<file path="src/hw/rtl/mglu_pkg.sv">
// Package for the gauge link update unit: lattice sizes, item types and arithmetic constants.
`timescale 1ns / 1ps
package mglu_pkg;

    localparam int TIME_SIZE  = 32;
    localparam int SPACE_SIZE = 32;
    localparam int DIRECTIONS = 2;
    localparam int ANGLE_BITS = 16;

    localparam int LINK_COUNT = TIME_SIZE * SPACE_SIZE * DIRECTIONS;
    localparam int ADDR_W     = $clog2(LINK_COUNT);
    localparam int KEEP_BITS  = (ANGLE_BITS > 16) ? 16 : ANGLE_BITS;
    localparam int DROP_BITS  = 16 - KEEP_BITS;
    localparam logic [15:0] PROP_MASK = 16'(16'hFFFF << DROP_BITS);

    localparam int TIME_W  = 5;
    localparam int SPACE_W = 5;
    localparam int DIR_W   = 1;

    localparam logic [30:0] PI_Q29     = 31'd1686629713;
    localparam logic [30:0] INVLN2_Q30 = 31'd1549082005;
    localparam logic [29:0] LN2_Q30    = 30'd744261118;

    // Horner steps: cos uses steps 0..4, exp uses steps 5..12
    localparam logic [3:0] COS_LAST = 4'd4;
    localparam logic [3:0] EXP_FIRST = 4'd5;
    localparam logic [3:0] EXP_LAST = 4'd12;

    typedef struct packed {
        logic [ADDR_W-1:0] addr;
        logic [15:0]       prop;
        logic [15:0]       acc_rand;
    } t_work;

    function automatic logic [6:0] step_div(input logic [3:0] idx);
        logic [6:0] k;
        unique case (idx)
            4'd0:    k = 7'd90;
            4'd1:    k = 7'd56;
            4'd2:    k = 7'd30;
            4'd3:    k = 7'd12;
            4'd4:    k = 7'd2;
            4'd5:    k = 7'd8;
            4'd6:    k = 7'd7;
            4'd7:    k = 7'd6;
            4'd8:    k = 7'd5;
            4'd9:    k = 7'd4;
            4'd10:   k = 7'd3;
            4'd11:   k = 7'd2;
            4'd12:   k = 7'd1;
            default: k = 7'd1;
        endcase
        return k;
    endfunction

    // floor(2^32 / k), used with a one-step correction
    function automatic logic [32:0] step_recip(input logic [3:0] idx);
        logic [32:0] m;
        unique case (idx)
            4'd0:    m = 33'd47721858;
            4'd1:    m = 33'd76695844;
            4'd2:    m = 33'd143165576;
            4'd3:    m = 33'd357913941;
            4'd4:    m = 33'd2147483648;
            4'd5:    m = 33'd536870912;
            4'd6:    m = 33'd613566756;
            4'd7:    m = 33'd715827882;
            4'd8:    m = 33'd858993459;
            4'd9:    m = 33'd1073741824;
            4'd10:   m = 33'd1431655765;
            4'd11:   m = 33'd2147483648;
            4'd12:   m = 33'd4294967296;
            default: m = 33'd4294967296;
        endcase
        return m;
    endfunction

endpackage

</file>
<file path="src/hw/rtl/mglu_queue.sv">
// Two-entry queue between front end and update engine.
`timescale 1ns / 1ps
module mglu_queue (
    input  logic             i_clk,
    input  logic             i_rst_n,
    input  logic             i_push,
    input  mglu_pkg::t_work  i_work,
    output logic             o_push_ready,
    output logic             o_valid,
    output mglu_pkg::t_work  o_work,
    input  logic             i_pop
);
    import mglu_pkg::*;

    t_work      r_slot [2];
    logic [1:0] r_cnt;
    logic       r_wr;
    logic       r_rd;
    logic       do_push;
    logic       do_pop;

    assign o_push_ready = (r_cnt != 2'd2);
    assign o_valid      = (r_cnt != 2'd0);
    assign o_work       = r_slot[r_rd];
    assign do_push      = i_push && o_push_ready;
    assign do_pop       = i_pop && o_valid;

    always_ff @(posedge i_clk) begin
        if (!i_rst_n) begin
            r_cnt <= 2'd0;
            r_wr  <= 1'b0;
            r_rd  <= 1'b0;
        end else begin
            if (do_push) begin
                r_wr <= ~r_wr;
            end
            if (do_pop) begin
                r_rd <= ~r_rd;
            end
            r_cnt <= r_cnt + 2'(do_push) - 2'(do_pop);
        end
        if (do_push) begin
            r_slot[r_wr] <= i_work;
        end
    end

endmodule

</file>
<file path="config.mk">
export PLATFORM = sky130hd
export DESIGN_NAME = mglu_queue
export DESIGN_NICKNAME = d
export VERILOG_FILES = /design/src/hw/rtl/mglu_pkg.sv /design/src/hw/rtl/mglu_queue.sv
export SDC_FILE = /design/constraint.sdc
export NUM_CORES = 1
export LEC_CHECK = 0
export BUFFER_PORTS_ARGS = -buffer_cell sky130_fd_sc_hd__buf_2
export CORE_UTILIZATION = 50
export DETAILED_ROUTE_END_ITERATION = 8
export PLACE_DENSITY = 0.76
export SYNTH_ARGS = -nofsm -noshare
export SYNTH_HDL_FRONTEND = slang
export SYNTH_SLANG_ARGS = --single-unit
</file>
<file path="constraint.sdc">
create_clock -name i_clk -period 5.9 [get_ports i_clk]
set_input_delay 0.885 -clock i_clk [delete_from_list [all_inputs] [get_ports i_clk]]
set_output_delay 0.885 -clock i_clk [all_outputs]
set_load 0.02 [all_outputs]
</file>
==> results of run 1 <==
==> Yosys cell counts, types with 2 or more instances <==
library cell | number | area (um2)
edfxtp_1 | 86 | 2580
mux2_4 | 40 | 601
dfxtp_1 | 5 | 100
buf_12 | 4 | 80.1
mux2_2 | 3 | 33.8
xnor2_1 | 3 | 26.3
and2_1 | 2 | 12.5
ha_1 | 2 | 25.0
nand2_1 | 2 | 7.51
nand2b_1 | 2 | 12.5
nor2b_1 | 2 | 12.5
==> metrics by stage <==
step	util	setup WS (ps)	area (um2)	instances
2_1_floorplan	-	2660	3540	158
3_3_place_gp	0.593	3530	4050	342
3_5_place_dp	0.593	3520	4050	342
4_1_cts	0.624	3120	4260	358
5_1_grt	0.624	3060	4260	358
6_report	0.624	3150	4260	358
==> kinds of logic (layout without fill, tap and decap cells) <==
logic type               Yosys count  after routing  share of synthesized area
AO/OA/AOI/OAI                      1              1                    0.00247
XOR/XNOR                           3              3                    0.00742
adder cells (fa/ha/maj)            2              2                    0.00706
buffers and inverters              6            110                     0.0268
flip-flops                        91             91                      0.757
multiplexers                      44             44                      0.182
AND/OR/NAND/NOR                   11             11                     0.0173
==> metal layers <==
metal / GRT usage / wire length, um / vias to the layer above / share of wire
met2: 0.237 / 2650 / 58 / 0.50
met3: 0.0438 / 291 / 10 / 0.055
met4: 0.0909 / 113 / 0 / 0.021
met1: 0.190 / 2270 / 810 / 0.43
li1: - / - / 806 / -
met5: 0 / 0 / - / 0
==> power breakdown <==
part / total, uW / internal [uW] / switching [uW]
registers: 839 / 813 / 26.2
logic: 547 / 249 / 298
clock network: 438 / 237 / 200
==> tightest hold or removal path, delay by kind of cell (launching register included) <==
family | cells | cell delay [ps]
simple gates | 1 | 100
flops | 1 | 330
xor+xnor | 1 | 90
==> sequential cells by signal, summed over array words and instances (netlist names), named ones only <==
name,cells
r_slot,86
r_rd,1
r_wr,1
r_cnt,2
==> cell type report <==
cell class              instances  area share
clock buffers                  11      0.0308
clock inverters                 5      0.0182
inverters                       1    0.000881
multi-input cells              61       0.182
flip-flops and latches         91       0.630
well taps                      96      0.0282
repair buffers                 93       0.110
==> path summary, 6_finish.rpt <==
kind	startpoint	end	slack [ps]	cells after the start
setup / recovery	flop	o_work[42]	3150	3
hold reg to reg	r_rd	flop	550	2
hold / removal	r_rd	flop	550	2
setup reg to reg	r_cnt[0]	r_slot[1][26]	4110	2
==> key figures, run 1 <==
Finish
  – Layout cells sized above 1: 0.592
  – Multi-input gate area: 774 um2
  – Area Growth Syn to Fin: 20.3%
  – Most frequent cells in the layout: buf_2, edfxtp_1, mux2_4
  – Nets@finish: 306
  – Most common cell after layout, fill and taps aside: buf_2
  – Reg area: 2680 um2
  – N_diodes: 0
  – Filler cells: 501

Route
  – Routed WL: 5320 um
  – DRC viols: 0
  – Drt pass-1 iters: 4
  – Mean routed wirelength per cell: 14.9 um
  – DR iter-0 viols: 87
  – Antenna viol nets, final: 0
  – Avg Vias per Cell: 4.70
  – Via Count: 1,684

Clock network
  – Postcts setup bufs: 0
  – CTS Hold Bufs: 0
  – Clk Latency, worst-skew pair: 350 ps
  – Longest Clk Path Bufs: 2
  – Post_cts resized: 0
  – CTS tree: yes
  – Number of H-tree levels: 3
  – Sink Count: 91
  – CTS Root Cell: clkbuf_8
  – Clock transition at path regs: 80 ps
  – CTS buffer count: 9

Flow run
  – Max Cap Viol: 0

Die
  – Core box area: 6830 um2
  – # IOs: 92
  – Core Rows: 30
  – Initial Utilization: 0.519
  – Die H: 86.2 um
  – DIE WIDTH: 86.2 um
  – Die area: 7430 um2

Timing
  – RSZ-0062 raised after global routing: false
  – Setup Skew: 8.79 ps
  – Maximum achievable frequency: 0.363 GHz
  – Relative slew margins: 0.325
  – Worst hold slack: 546 ps
  – Final Cycle Share: 0.466
  – Finish-stage setup viols: 0
  – Minimum clock period: 2750 ps
  – TNS Setup: 0 ps
  – Fin. Hold Viols: 0
  – Slew Limit Fails: 0
  – Worst-Margin Slew: 1010 ps

GRT
  – GRT Total Usage: 0.152
  – First-pass GRT wire length: 8140 um
  – Largest net degree at the start of global routing: 44
  – Initial antenna violation count: 0
  – Remaining global-route overflow: 0
  – Number of global-route vias before repair: 1,662

Logic synthesis
  – Yosys warning count: 0
  – Post-synthesis sequential area ratio: 0.757
  – Synthesized Nets: 207
  – FF+latch count, synth: 91
  – Mapped Area: 3540 um2
  – Fraction of registers with async set/reset: 0
  – Most used DFF post-synth: edfxtp_1
  – Post-Syn Instances: 158
  – Distinct cells, synth: 18
  – Syn avg cell area: 22.4 um2
  – Post-synth EDFFs: 86

Critical path
  – CP startpoint kind: flop
  – Top Family by Delay on Critical Path: buffers and inverters
  – Worst Path Buf+Inv: 2
  – CP peak stage delay: 600 ps
  – Critical Path End Type: output pin
  – Kind of critical path: flop to output pin
  – CP max-delay cell: buf_4
  – Critical Path RT: 5020 ps
  – WP data arrival: 1870 ps
  – CP Max Fanout: 43
  – Cells along the critical path: buf_4, mux2_2, buf_2

Placement
  – Post-DP HPWL: 3420 um
  – IO Port Bufs: 91
  – GP Congestion: 0.640

Power and ir drop
  – P_leak: 0.00168 uW
  – Total power: 1820 uW
  – PD cells: 428 nW/um2
  – Peak VDD IR: 0.340 mV

Min path
  – Hold/Removal Path Class: flop to flop

Status
  – Status: complete, no violations
(Power assumes the default switching activity.)
==> run 2: changes to the inputs <==
Settings changed: CORE_UTILIZATION 50 to 47, PLACE_DENSITY 0.76 to 0.75.
Clock period 5.9 ns to 2.5 ns, I/O delays scaled along.
==> key figures, run 2 (synthesis results as in run 1) <==
Clock network
  – Postcts setup bufs: 0
  – Sink Count: 91
  – CTS Root Cell: clkbuf_8
  – CTS Hold Bufs: 0
  – Number of H-tree levels: 3
  – Longest Clk Path Bufs: 2
  – CTS tree: yes
  – CTS buffer count: 9
  – Post_cts resized: 0
  – Clock transition at path regs: 80 ps
  – Clk Latency, worst-skew pair: 340 ps

Min path
  – Endpoint of the worst hold path: r_slot[1][26]
  – Hold path cells: 1
  – Hold/Removal Path Class: primary input to flop
  – HP Start: i_work[26]

Critical path
  – CP startpoint kind: flop
  – CP max-delay cell: buf_4
  – Cells on worst reg2reg path: 8
  – CP Max Fanout: 27
  – WP data arrival: 1650 ps
  – Cells along the critical path: buf_4, mux2_2, buf_2
  – Critical Path RT: 2120 ps
  – CP peak stage delay: 410 ps
  – Reg2reg setup slack: 780 ps
  – Critical Path End Type: output pin
  – Reg2reg end: r_cnt[1]
  – Kind of critical path: flop to output pin
  – R2r startpoint: r_cnt[0]

Timing
  – TNS Setup: 0 ps
  – Slew Limit Fails: 0
  – Fin. Hold Viols: 0
  – Maximum achievable frequency: 0.494 GHz
  – Minimum clock period: 2030 ps
  – Setup Skew: 8.39 ps
  – Final Cycle Share: 0.810
  – Worst-Margin Slew: 533 ps
  – Finish-stage setup viols: 0
  – Worst hold slack: 219 ps
  – RSZ-0062 raised after global routing: false
  – Relative slew margins: 0.644

Power and ir drop
  – PD cells: 966 nW/um2
  – Peak VDD IR: 0.609 mV
  – P_leak: 0.00167 uW

Die
  – Core Rows: 31
  – Die area: 7890 um2
  – Initial Utilization: 0.489
  – # IOs: 92
  – Core box area: 7250 um2
  – DIE WIDTH: 88.8 um
  – Die H: 88.8 um

Finish
  – Most frequent cells in the layout: buf_2, edfxtp_1, mux2_4
  – Nets@finish: 309
  – Final Util: 0.586
  – Max reg flops: 86
  – Layout cells sized above 1: 0.595
  – Area Growth Syn to Fin: 20.0%
  – Biggest register: r_slot
  – Most common cell after layout, fill and taps aside: buf_2
  – Largest regs: r_slot x86, r_cnt x2
  – N_diodes: 0

Route
  – Antenna viol nets, final: 0
  – Routed WL: 5300 um
  – DR iter-0 viols: 64
  – Avg Vias per Cell: 4.72
  – DRC viols: 0
  – Mean routed wirelength per cell: 14.6 um
  – Drt pass-1 iters: 4
  – Via Count: 1,713

GRT
  – Largest net degree at the start of global routing: 28
  – Met1 usage: 0.171
  – Global Route met2 Usage: 0.226
  – GRT Total Usage: 0.141
  – Number of global-route vias before repair: 1,657
  – Grt peak-use layer: met2
  – Met3 Use GR: 0.0438
  – First-pass GRT wire length: 7840 um
  – Initial antenna violation count: 0
  – Remaining global-route overflow: 0

Placement
  – GP Congestion: 0.690
  – IO Port Bufs: 91
  – Post-DP HPWL: 3640 um

Status
  – Status: complete, no violations

Flow run
  – Max Cap Viol: 0
==> run 2: cell types whose count changed in the layout (fill, tap and decap cells not counted), sizes merged <==
cell      before  now
buf           93   96
bufinv         2    0
clkinvlp       1    3
clkbuf        11   10
==> run 2: worst max-delay path, delay by kind of cell, from the launching register on <==
family,cells,cell delay (ps)
buf+inv,2,570
flops,1,330
mux,1,400
==> run 2: area by class of cell <==
class                           count  area (um2)
Tap cell                           99         124
Clock buffer                       10         128
Timing Repair Buffer               96         505
Inverter                            1        3.75
Multi-Input combinational cell     61         774
Fill cell                         563        3000
Clock inverter                      5        31.3
Sequential cell                    91        2680
==> run 2: worst max-delay path by stage <==
| stage | from | to | slack, ps | cells past startpoint |
|---|---|---|---|---|
| final | flop | o_work[1] | 470 | 3 |
| after global routing | flop | o_work[0] | 390 | 3 |
| after CTS | flop | o_work[0] | 440 | 3 |
| after detailed placement | r_cnt[0] | r_cnt[1] | 770 | 8 |
| after global placement | flop | o_work[1] | 850 | 3 |
| after floorplan | r_cnt[0] | r_slot[0][0] | 200 | 3 |
==> run 2: per-layer routing <==
metal	up-vias	part of all wire
met5	-	0
met4	0	0.016
li1	816	-
met2	55	0.50
met3	8	0.057
met1	834	0.42
==> run 2: power breakdown <==
part | internal [uW] | total (uW) | switching [uW]
sequential | 1910 | 1980 | 61.6
combinational | 604 | 1320 | 719
clock | 350 | 808 | 457
total | 2870 | 4110 | 1240
==> run 2: stage by stage <==
step / cells / setup WS [ps] / cell area (um2) / power (uW)
final: 363 / 475 / 4250 / 4110
after CTS: 363 / 444 / 4250 / 4160
after detailed placement: 348 / 771 / 4090 / 3350
after global placement: 348 / 852 / 4090 / 3330
after global routing: 363 / 394 / 4250 / 4310
after floorplan: 158 / 202 / 3550 / 3060
