[src/hw/rtl/mglu_pkg.sv]
// Package for the gauge link update unit: lattice sizes, item types and arithmetic constants.
`timescale 1ns / 1ps
package mglu_pkg;

    localparam int TIME_SIZE  = 32;
    localparam int SPACE_SIZE = 32;
    localparam int DIRECTIONS = 2;
    localparam int ANGLE_BITS = 16;

    localparam int LINK_COUNT = TIME_SIZE * SPACE_SIZE * DIRECTIONS;
    localparam int ADDR_W     = $clog2(LINK_COUNT);
    localparam int KEEP_BITS  = (ANGLE_BITS > 16) ? 16 : ANGLE_BITS;
    localparam int DROP_BITS  = 16 - KEEP_BITS;
    localparam logic [15:0] PROP_MASK = 16'(16'hFFFF << DROP_BITS);

    localparam int TIME_W  = 5;
    localparam int SPACE_W = 5;
    localparam int DIR_W   = 1;

    localparam logic [30:0] PI_Q29     = 31'd1686629713;
    localparam logic [30:0] INVLN2_Q30 = 31'd1549082005;
    localparam logic [29:0] LN2_Q30    = 30'd744261118;

    // Horner steps: cos uses steps 0..4, exp uses steps 5..12
    localparam logic [3:0] COS_LAST = 4'd4;
    localparam logic [3:0] EXP_FIRST = 4'd5;
    localparam logic [3:0] EXP_LAST = 4'd12;

    typedef struct packed {
        logic [ADDR_W-1:0] addr;
        logic [15:0]       prop;
        logic [15:0]       acc_rand;
    } t_work;

    function automatic logic [6:0] step_div(input logic [3:0] idx);
        logic [6:0] k;
        unique case (idx)
            4'd0:    k = 7'd90;
            4'd1:    k = 7'd56;
            4'd2:    k = 7'd30;
            4'd3:    k = 7'd12;
            4'd4:    k = 7'd2;
            4'd5:    k = 7'd8;
            4'd6:    k = 7'd7;
            4'd7:    k = 7'd6;
            4'd8:    k = 7'd5;
            4'd9:    k = 7'd4;
            4'd10:   k = 7'd3;
            4'd11:   k = 7'd2;
            4'd12:   k = 7'd1;
            default: k = 7'd1;
        endcase
        return k;
    endfunction

    // floor(2^32 / k), used with a one-step correction
    function automatic logic [32:0] step_recip(input logic [3:0] idx);
        logic [32:0] m;
        unique case (idx)
            4'd0:    m = 33'd47721858;
            4'd1:    m = 33'd76695844;
            4'd2:    m = 33'd143165576;
            4'd3:    m = 33'd357913941;
            4'd4:    m = 33'd2147483648;
            4'd5:    m = 33'd536870912;
            4'd6:    m = 33'd613566756;
            4'd7:    m = 33'd715827882;
            4'd8:    m = 33'd858993459;
            4'd9:    m = 33'd1073741824;
            4'd10:   m = 33'd1431655765;
            4'd11:   m = 33'd2147483648;
            4'd12:   m = 33'd4294967296;
            default: m = 33'd4294967296;
        endcase
        return m;
    endfunction

endpackage

[src/hw/rtl/mglu_in_if.sv]
// Input channel: one link update request.
`timescale 1ns / 1ps
interface mglu_in_if;
    logic                          valid;
    logic                          ready;
    logic [mglu_pkg::TIME_W-1:0]   link_time;
    logic [mglu_pkg::SPACE_W-1:0]  link_space;
    logic [mglu_pkg::DIR_W-1:0]    link_dir;
    logic [15:0]                   proposal_random;
    logic [15:0]                   accept_random;

    modport source(output valid, link_time, link_space, link_dir, proposal_random,
                   accept_random, input ready);
    modport sink(input valid, link_time, link_space, link_dir, proposal_random,
                 accept_random, output ready);
endinterface

[src/hw/rtl/mglu_front.sv]
// Front end: accepts items, forms link address and proposed angle.
`timescale 1ns / 1ps
module mglu_front (
    input  logic             i_clk,
    input  logic             i_rst_n,
    mglu_in_if.sink          i_in,
    output logic             o_push,
    output mglu_pkg::t_work  o_work,
    input  logic             i_push_ready
);
    import mglu_pkg::*;

    logic  r_valid;
    t_work r_work;
    t_work n_work;
    logic  take;

    assign i_in.ready = !r_valid || i_push_ready;
    assign take       = i_in.valid && i_in.ready;

    always_comb begin
        n_work.addr = ADDR_W'(((32'(i_in.link_time) % TIME_SIZE) * SPACE_SIZE
                               + (32'(i_in.link_space) % SPACE_SIZE)) * DIRECTIONS
                              + (32'(i_in.link_dir) % DIRECTIONS));
        // offset binary to two's complement, low bits dropped for narrow angles
        n_work.prop     = (i_in.proposal_random ^ 16'h8000) & PROP_MASK;
        n_work.acc_rand = i_in.accept_random;
    end

    always_ff @(posedge i_clk) begin
        if (!i_rst_n) begin
            r_valid <= 1'b0;
        end else if (take) begin
            r_valid <= 1'b1;
        end else if (i_push_ready) begin
            r_valid <= 1'b0;
        end
        if (take) begin
            r_work <= n_work;
        end
    end

    assign o_push = r_valid;
    assign o_work = r_work;

endmodule

[src/flat_wrapper.sv]
// flat-port wrapper written by rule: the top's interface ports become plain ports
module mglu_front_flat import mglu_pkg::*;
  (i_clk, i_rst_n, o_push, o_work, i_push_ready, i_in_valid, i_in_link_time, i_in_link_space, i_in_link_dir, i_in_proposal_random, i_in_accept_random, i_in_ready);
  mglu_in_if i_in_i ();
  input  logic i_clk;
  input  logic i_rst_n;
  output logic o_push;
  output mglu_pkg::t_work o_work;
  input  logic i_push_ready;
  input wire logic [$bits(i_in_i.valid)-1:0] i_in_valid;
  input wire logic [$bits(i_in_i.link_time)-1:0] i_in_link_time;
  input wire logic [$bits(i_in_i.link_space)-1:0] i_in_link_space;
  input wire logic [$bits(i_in_i.link_dir)-1:0] i_in_link_dir;
  input wire logic [$bits(i_in_i.proposal_random)-1:0] i_in_proposal_random;
  input wire logic [$bits(i_in_i.accept_random)-1:0] i_in_accept_random;
  output wire logic [$bits(i_in_i.ready)-1:0] i_in_ready;
  assign i_in_i.valid = i_in_valid;
  assign i_in_i.link_time = i_in_link_time;
  assign i_in_i.link_space = i_in_link_space;
  assign i_in_i.link_dir = i_in_link_dir;
  assign i_in_i.proposal_random = i_in_proposal_random;
  assign i_in_i.accept_random = i_in_accept_random;
  assign i_in_ready = i_in_i.ready;
  mglu_front u_core (.i_clk(i_clk), .i_rst_n(i_rst_n), .i_in(i_in_i), .o_push(o_push), .o_work(o_work), .i_push_ready(i_push_ready));
endmodule
[config.mk]
export PLATFORM = sky130hd
export DESIGN_NAME = mglu_front_flat
export DESIGN_NICKNAME = d
export VERILOG_FILES = /design/src/hw/rtl/mglu_pkg.sv /design/src/hw/rtl/mglu_in_if.sv /design/src/hw/rtl/mglu_front.sv /design/src/flat_wrapper.sv
export SDC_FILE = /design/constraint.sdc
export NUM_CORES = 1
export LEC_CHECK = 0
export ABC_AREA = 0
export ABC_CLOCK_PERIOD_IN_PS = 1900
export BUFFER_PORTS_ARGS = -buffer_cell sky130_fd_sc_hd__buf_2
export CAP_MARGIN = 10
export CORE_ASPECT_RATIO = 1.1
export CORE_MARGIN = 3
export CORE_UTILIZATION = 43
export DETAILED_ROUTE_END_ITERATION = 8
export PLACE_DENSITY = 0.83
export SYNTH_ARGS = -nofsm -noshare
export SYNTH_HDL_FRONTEND = slang
export SYNTH_SLANG_ARGS = --single-unit
export TNS_END_PERCENT = 5
[constraint.sdc]
create_clock -name i_clk -period 1.9 [get_ports i_clk]
set_input_delay 0.095 -clock i_clk [delete_from_list [all_inputs] [get_ports i_clk]]
set_output_delay 0.095 -clock i_clk [all_outputs]
set_load 0.005 [all_outputs]
==> results.toml, run 1 <==
[floorplanning]
start_util_pct = 47.00
rows = 20
fp.dieW_um = 59.48
ios = 92
core_area_mm2 = 0.002878
dieArea_mm2 = 0.003855
die_h_um = 64.82

[final_layout]
mostFrequentLayoutCells = "buf_2 (91), dlygate4sd3_1 (45), edfxtp_1 (43)"
drive_above_1_share_pct = 52.33
antenna_cells = 0
final_common_cell = "buf_2"
nets = 239
n_fill_cell = 133
area_growth_pct = 75.67

[critical_path]
cp-start-kind = "flop"
required_ns = 1.89
cp_max_fo = 43
path_depth = 2
path_buf_inv = 0
crit_family = "simple AND/OR/NAND/NOR gates"
r2r_slack_ns = 0.58
crit_type = "flop to flop"
slowest_stage = "and2_4"
crit_path_end_kind = "flop"
arrival_ns = 1.31
crit_path_cell_trace = "nand2b_4 > and2_4"
r2r_cells = 2
slowest_delay_ns = 0.51

[place]
gp_congestion = 0.7182
port_buffers = 91

[synth]
synth_cells = 49
synth_top_family_by_area = "simple AND/OR/NAND/NOR gates"
syn_avg_cell_area_um2 = 27.60
yosysWarnings = 0
syn_area_mm2 = 0.001353
synth_nets = 96
synth_top_area_share_pct = 95.47
synth_area_leaders = "edfxtp_1 (95%), dfxtp_1 (1.5%), nand2b_4 (1.0%), a21boi_2 (0.83%), and2_4 (0.65%)"
ys_types = 6
ys_seq_area_share_pct = 96.95
synth_top_area_cell = "edfxtp_1"
synth.area.mux_share_pct = 0
synth_compound_area_share_pct = 0.8326
ys_ff_latch = 44
synthAdderAreaFrac_pct = 0
synthSimpleGateAreaFrac_pct = 1.665
yosys.area_share.xor_xnor_pct = 0

[clock_network]
clock_sinks = 44
insertion_delay_ns = 0.35
cts_buffer_depth = 2
cts_tree = "built"
clk_pin_slew_worst_paths_ns = 0.12
cts_max_level = 2
cts-root-buf = "clkbuf_4"
post_cts_buffers = 0
numCtsBuffers = 5

[pwr]
total_power_uw = 1923
power_density_mw_per_mm2 = 809.5
p_leak_uw = 0.001039
peakVddDrop_v = 0.0007818

[sta]
tightest_slew_ns = 0.5580
rsz0062_at_grt = "false"
fmaxAchievable_mhz = 757.5
finClkSkew_ns = 0.01373
fin_crit_sh_pct = 69.48
setup_tns_ns = 0
whs_ns = 0.3774
max_slew_margin_pct = 62.80
setup_violations = 0
period_minus_slack_ns = 1.320
finalHoldViolations = 0
slew_violations = 0

[routing]
viasPerCell = 4.721
vias = 1067
dr.pass1.iters = 4
antenna_left = 0
drcViolationCount = 0
first_iter_violations = 60
wl_um = 4135
avgRoutedWirePerCell_um = 18.30

[job]
cap_violations = 0

[global_routing]
grt_antenna_before_repair = 0
grt_pass1_vias = 1101
grt_max_degree = 44
track_usage_pct = 22.67
overflow = 0
grt_pass1_wl_um = 6023

[hold_path]
worstHoldPathCells = 2
hold_class = "primary input to flop"

[outcome]
outcome = "finished, final reports clean"
==> layer usage <==
layer / GRT usage (%) / share of wire, %
met5: 0 / 0
met4: 9.348 / 2.2
met3: 7.371 / 13
met2: 37.70 / 49
met1: 26.49 / 36
==> power by group <==
group          internal (uW)  switching, uW  total [uW]
Combinational            132           86.9         219
Clock                    276            279         555
Sequential              1130           17.4        1150
Total                   1540            383        1920
==> state kept, by name, indices dropped and copies added, names as in the netlist <==
name           cells
u_core.o_push      1
u_core.o_work     43
==> cell usage after synthesis <==
cell,instances
and2_4,1
inv_1,2
a21boi_2,1
edfxtp_1,43
dfxtp_1,1
nand2b_4,1
==> path summary, 6_finish.rpt <==
check	to	startpoint
worst min-delay path	u_core.o_work[13]	i_in_valid
worst min register to register	u_core.o_work[13]	u_core.o_push
worst max-delay path	u_core.o_work[35]	u_core.o_push
worst max register to register	u_core.o_work[35]	u_core.o_push
==> layout make-up <==
| cell class | instances | area [um2] | share of cell area [%] |
|---|---|---|---|
| clock buffer | 6 | 41.29 | 1.738 |
| clock inverter | 2 | 35.03 | 1.474 |
| inverter | 2 | 7.507 | 0.3160 |
| multi-input combinational | 3 | 33.78 | 1.422 |
| sequential | 44 | 1311 | 55.19 |
| tap | 33 | 41.29 | 1.738 |
| timing repair buffer | 136 | 905.9 | 38.13 |
==> worst reg2reg max path, delay by kind of cell (launching register included) <==
kind,cells,cell delay [ns]
AND/OR/NAND/NOR,2,0.60
flip-flops,1,0.36
==> per-stage QoR <==
step | setup slack, ns | util, % | instance area [um2] | std cells
after global placement | 0.6643 | 64.26 | 1849 | 173
final | 0.5799 | 82.57 | 2376 | 226
after CTS | 0.6118 | 82.57 | 2376 | 226
after detailed placement | 0.6288 | 64.26 | 1849 | 173
after floorplan | 0.7186 | - | 1353 | 49
after global routing | 0.5271 | 82.57 | 2376 | 226
==> cells by family after synthesis <==
group	count (synthesis)
buf+inv	2
flops	44
compound gates	1
simple gates	2
==> what timing repair did <==
| action | in CTS | in global routing |
|---|---|---|
| hold endpoints to repair | 44 | 0 |
| resized for setup | 0 | 0 |
| hold buffers | 45 | 0 |
Power figures use the tool's default switching activity.
==> run 2: changes to the inputs <==
--- a/config.mk
+++ b/config.mk
@@ -5,15 +5,15 @@
 export SDC_FILE = /design/constraint.sdc
 export NUM_CORES = 1
 export LEC_CHECK = 0
-export ABC_AREA = 0
-export ABC_CLOCK_PERIOD_IN_PS = 1900
+export ABC_AREA = 1
+export ABC_CLOCK_PERIOD_IN_PS = 1300
 export BUFFER_PORTS_ARGS = -buffer_cell sky130_fd_sc_hd__buf_2
 export CAP_MARGIN = 10
 export CORE_ASPECT_RATIO = 1.1
 export CORE_MARGIN = 3
-export CORE_UTILIZATION = 43
+export CORE_UTILIZATION = 40
 export DETAILED_ROUTE_END_ITERATION = 8
-export PLACE_DENSITY = 0.83
+export PLACE_DENSITY = 0.78
 export SYNTH_ARGS = -nofsm -noshare
 export SYNTH_HDL_FRONTEND = slang
 export SYNTH_SLANG_ARGS = --single-unit
==> constraint.sdc (replaced) <==
create_clock -name i_clk -period 1.3 [get_ports i_clk]
set_input_delay 0.065 -clock i_clk [delete_from_list [all_inputs] [get_ports i_clk]]
set_output_delay 0.065 -clock i_clk [all_outputs]
set_load 0.005 [all_outputs]
==> results.toml, run 2 <==
[sta]
finalHoldViolations = 0
fin_crit_sh_pct = 90.94
fmaxAchievable_mhz = 845.9
whs_ns = 0.3407
max_slew_margin_pct = 85.05
setup_tns_ns = 0
rsz0062_at_grt = "false"
period_minus_slack_ns = 1.182
finClkSkew_ns = 0.01897
setup_violations = 0
setup_ws_ns = 0.1178
tightest_slew_ns = 0.2243
slew_violations = 0

[critical_path]
cp_max_fo = 3
required_ns = 1.57
cp-start-kind = "flop"
r2r_slack_ns = 0.12
crit_path_end_kind = "flop"
crit_type = "flop to flop"
arrival_ns = 1.45

[pwr]
peakVddDrop_v = 0.0007055
total_power_uw = 2814
p_leak_uw = 0.001050
power_density_mw_per_mm2 = 1169

[final_layout]
nets = 242
antenna_cells = 0
final_common_cell = "buf_2"
mostFrequentLayoutCells = "buf_2 (91), dlygate4sd3_1 (45), edfxtp_1 (43)"
stdcell_area_mm2 = 0.002407
area_growth_pct = 78.81
largest_reg_flops = 43
drive_above_1_share_pct = 53.06

[floorplanning]
die_h_um = 66.85
fp.dieW_um = 61.32
ios = 92
start_util_pct = 43.06
rows = 21
dieArea_mm2 = 0.004099
core_area_mm2 = 0.003127

[place]
dp.final_hpwl_um = 1971
gp_congestion = 0.6346
post_dp_cell_area_mm2 = 0.001877
port_buffers = 91
post-place-ws_ns = 0.2457

[routing]
first_iter_violations = 32
dr.pass1.iters = 4
viasPerCell = 4.452
antenna_left = 0
wl_um = 3503
vias = 1024
drcViolationCount = 0
avgRoutedWirePerCell_um = 15.23

[global_routing]
track_usage_pct = 17.41
grt_pass1_wl_um = 4919
grt_max_degree = 44
overflow = 0
grt_pass1_vias = 1087
grt_antenna_before_repair = 0

[job]
cap_violations = 0

[synth]
ys_types = 7
synth_cells = 51
yosys.area_share.xor_xnor_pct = 0
yosys_most_used_dff = "edfxtp_1"
synth_top_area_share_pct = 95.91
yosysWarnings = 0
synth_async_sr_flop_share_pct = 0
synthSimpleGateAreaFrac_pct = 0.4647
synth_commonest_cells = "edfxtp_1 (43), inv_1 (3)"
synthAdderAreaFrac_pct = 0
synth.area.mux_share_pct = 0
yosysMostFrequentCell = "edfxtp_1"
synth_top_family_by_area = "buffers and inverters"
synth_compound_area_share_pct = 1.022
ys_seq_area_share_pct = 97.40
syn_avg_cell_area_um2 = 26.40
synth_top_area_cell = "edfxtp_1"
syn_area_mm2 = 0.001346
synth_nets = 98
synth-edff-count = 43
synth_area_leaders = "edfxtp_1 (96%), dfxtp_1 (1.5%), inv_1 (0.84%), a21oi_2 (0.65%), nand2_2 (0.46%)"
ys_ff_latch = 44

[clock_network]
clk_pin_slew_worst_paths_ns = 0.13
cts_buffer_depth = 2
numCtsBuffers = 5
cts_tree = "built"
cts_resized = 0
cts_max_level = 2
clock_sinks = 44
cts-root-buf = "clkbuf_4"
insertion_delay_ns = 0.34

[hold_path]
hold_class = "primary input to flop"

[outcome]
outcome = "finished, final reports clean"
-- run 2: changes by cell type after synthesis --
cell,before,now
and2_4,1,0
inv_1,2,3
inv_2,0,1
nand2_2,0,1
nand2b_4,1,0
a21boi_2,1,0
a21oi_1,0,1
a21oi_2,0,1
-- run 2: repair_timing --
action / 4_1_cts / 5_1_grt
setup endpoints to repair: 0 / 0
setup buffers: 0 / 0
endpoints found under the hold margin: 44 / 0
hold buffers: 45 / 0
-- run 2: critical path: stages (launching register included) --
cell and delay, ns:
dfxtp_2 0.39, nand2_2 0.07, a21oi_2 0.11, dlygate4sd3_1 0.56
-- run 2: worst paths after layout --
path                 startpoint                end  cells after the start
setup / recovery  u_core.o_push      u_core.o_push                      3
hold / removal     i_push_ready  u_core.o_work[34]                      4
setup reg to reg  u_core.o_push      u_core.o_push                      3
hold reg to reg   u_core.o_push  u_core.o_work[34]                      2
-- run 2: metal layers --
metal	vias to the layer above	wire (um)	track usage, %
met5	-	0	0
met4	0	64	6.504
met3	6	330	5.426
met2	62	1944	32.80
met1	471	1164	16.99
li1	485	-	-
-- run 2: power breakdown --
group	leakage (uW)	total (uW)	internal, uW	switching [uW]
Sequential	0.000425	1670	1650	21.0
Clock	0.0000428	818	402	416
Combinational	0.000583	322	199	123
-- run 2: logic make-up after synthesis --
family / count (synthesis)
flip-flops: 44
buffers and inverters: 4
AO/OA/AOI/OAI: 2
AND/OR/NAND/NOR: 1
-- run 2: metrics by stage --
step | instances | util (%)
final | 230 | 76.99
after global routing | 230 | 76.99
after CTS | 230 | 76.99
after detailed placement | 177 | 60.02
after global placement | 177 | 60.02
after floorplan | 51 | -
-- run 2: area by class of cell --
class | count | area, um2
inverters | 4 | 15.01
clock inverters | 3 | 42.54
well taps | 34 | 42.54
clock buffers | 5 | 37.54
fillers | 183 | 719.4
multi-input cells | 3 | 31.28
repair buffers | 137 | 925.9
flip-flops and latches | 44 | 1313
==> run 3: changes to the inputs <==
--- a/config.mk
+++ b/config.mk
@@ -7,13 +7,13 @@
 export LEC_CHECK = 0
 export ABC_AREA = 1
 export ABC_CLOCK_PERIOD_IN_PS = 1300
-export BUFFER_PORTS_ARGS = -buffer_cell sky130_fd_sc_hd__buf_2
 export CAP_MARGIN = 10
 export CORE_ASPECT_RATIO = 1.1
 export CORE_MARGIN = 3
-export CORE_UTILIZATION = 40
+export CORE_UTILIZATION = 45
 export DETAILED_ROUTE_END_ITERATION = 8
-export PLACE_DENSITY = 0.78
+export DONT_BUFFER_PORTS = 1
+export PLACE_DENSITY = 0.6
 export SYNTH_ARGS = -nofsm -noshare
 export SYNTH_HDL_FRONTEND = slang
 export SYNTH_SLANG_ARGS = --single-unit
==> results.toml, run 3 (synthesis gave the netlist of run 2 again) <==
[routing]
wl_met2_um = 1350
antenna_left = 0
highest_layer = "met4"
vias = 661
drcViolationCount = 0
first_iter_violations = 12
avgRoutedWirePerCell_um = 17.95
drt-met1-wl_um = 830
dr.pass1.iters = 3
wl_um = 2495
viasPerCell = 4.755
routed-wl-met3_um = 264

[final_layout]
area_growth_pct = 44.80
mostFrequentLayoutCells = "dlygate4sd3_1 (45), edfxtp_1 (43), clkbuf_4 (5)"
largest_reg_flops = 43
final_core_util_pct = 69.55
drive_above_1_share_pct = 12.26
layoutNonFillerInstCount = 139
stdcell_area_mm2 = 0.001949
antenna_cells = 0
final_common_cell = "dlygate4sd3_1"
nets = 152

[critical_path]
crit_path_cell_trace = "nand2_2 > a21oi_2 > dlygate4sd3_1"
required_ns = 1.58
slowest_stage = "dlygate4sd3_1"
cp-start-kind = "flop"
slowest_delay_ns = 0.55
path_buf_inv = 1
arrival_ns = 1.49
crit_path_end_kind = "flop"
crit_family = "buffers and inverters"
crit_type = "flop to flop"
cp_max_fo = 3

[place]
port_buffers = 0
gp_congestion = 0.6053
dp.final_hpwl_um = 1655
dp.cells = 86
post_dp_cell_area_mm2 = 0.001440

[job]
cap_violations = 0

[global_routing]
grt_max_degree = 25
grt_pass1_wl_um = 3732
track_usage_pct = 14.80
overflow = 0
grt_antenna_before_repair = 0
grt_pass1_vias = 720

[clock_network]
cts_tree = "built"
cts_max_level = 2
insertion_delay_ns = 0.34
cts-root-buf = "clkbuf_4"
clk_pin_slew_worst_paths_ns = 0.11
clock_sinks = 44
cts_resized = 0
cts_hold_buffers = 45
post_cts_buffers = 0
cts_buffer_depth = 2
numCtsBuffers = 5

[sta]
max_slew_margin_pct = 87.46
finClkSkew_ns = 0.004674
finalHoldViolations = 0
fmaxAchievable_mhz = 830.1
setup_violations = 0
slew_violations = 0
tightest_slew_ns = 0.1877
rsz0062_at_grt = "false"
period_minus_slack_ns = 1.205
setup_tns_ns = 0
fin_crit_sh_pct = 92.66

[pwr]
p_leak_uw = 0.0006918
peakVddDrop_v = 0.0009180
power_density_mw_per_mm2 = 1295

[floorplanning]
die_h_um = 63.37
fp.dieW_um = 58.15
core_area_mm2 = 0.002803
start_util_pct = 48.04
dieArea_mm2 = 0.003685
rows = 20
ios = 92

[outcome]
outcome = "finished, final reports clean"

[hold_path]
hold_class = "primary input to flop"
[run 3: worst register-to-register path, cell delays in order, from the launching register on]
cell and delay, ns:
dfxtp_2 0.40, nand2_2 0.09, a21oi_2 0.10, dlygate4sd3_1 0.55
[run 3: metal layers]
layer  vias to the layer above  global-route usage [%]
met5                         -                       0
met4                         0                   6.957
met3                         5                   9.426
met2                        50                   24.58
met1                       302                   13.88
li1                        304                       -
[run 3: where the power goes]
group	switching, uW	internal, uW
logic	59.6	110
registers	45.0	1660
clock network	385	267
total	490	2030
[run 3: layout make-up]
cell class | instances | area (um2)
tap | 33 | 41.29
multi-input combinational | 3 | 31.28
timing repair buffer | 47 | 490.5
inverter | 4 | 15.01
sequential | 44 | 1313
clock buffer | 8 | 58.81
fill | 197 | 853.3
[run 3: path summary, 6_finish.rpt]
kind                               startpoint                end  slack [ns]  depth (start not counted)
worst min-delay path             i_push_ready  u_core.o_work[20]        0.19                          3
worst max-delay path            u_core.o_push      u_core.o_push         0.1                          3
worst max register to register  u_core.o_push      u_core.o_push         0.1                          3
worst min register to register  u_core.o_push  u_core.o_work[20]        0.82                          2
[run 3: through the flow]
stage | setup slack [ns] | hold WS, ns | total power [uW]
floorplan | -0.1981 | 0.1639 | 1757
global placement | 0.2739 | 0.1639 | 1794
detailed placement | 0.2585 | 0.1639 | 1800
CTS | 0.1061 | 0.1804 | 2556
global route | 0.003801 | 0.1703 | 2641
finish | 0.09536 | 0.1926 | 2524
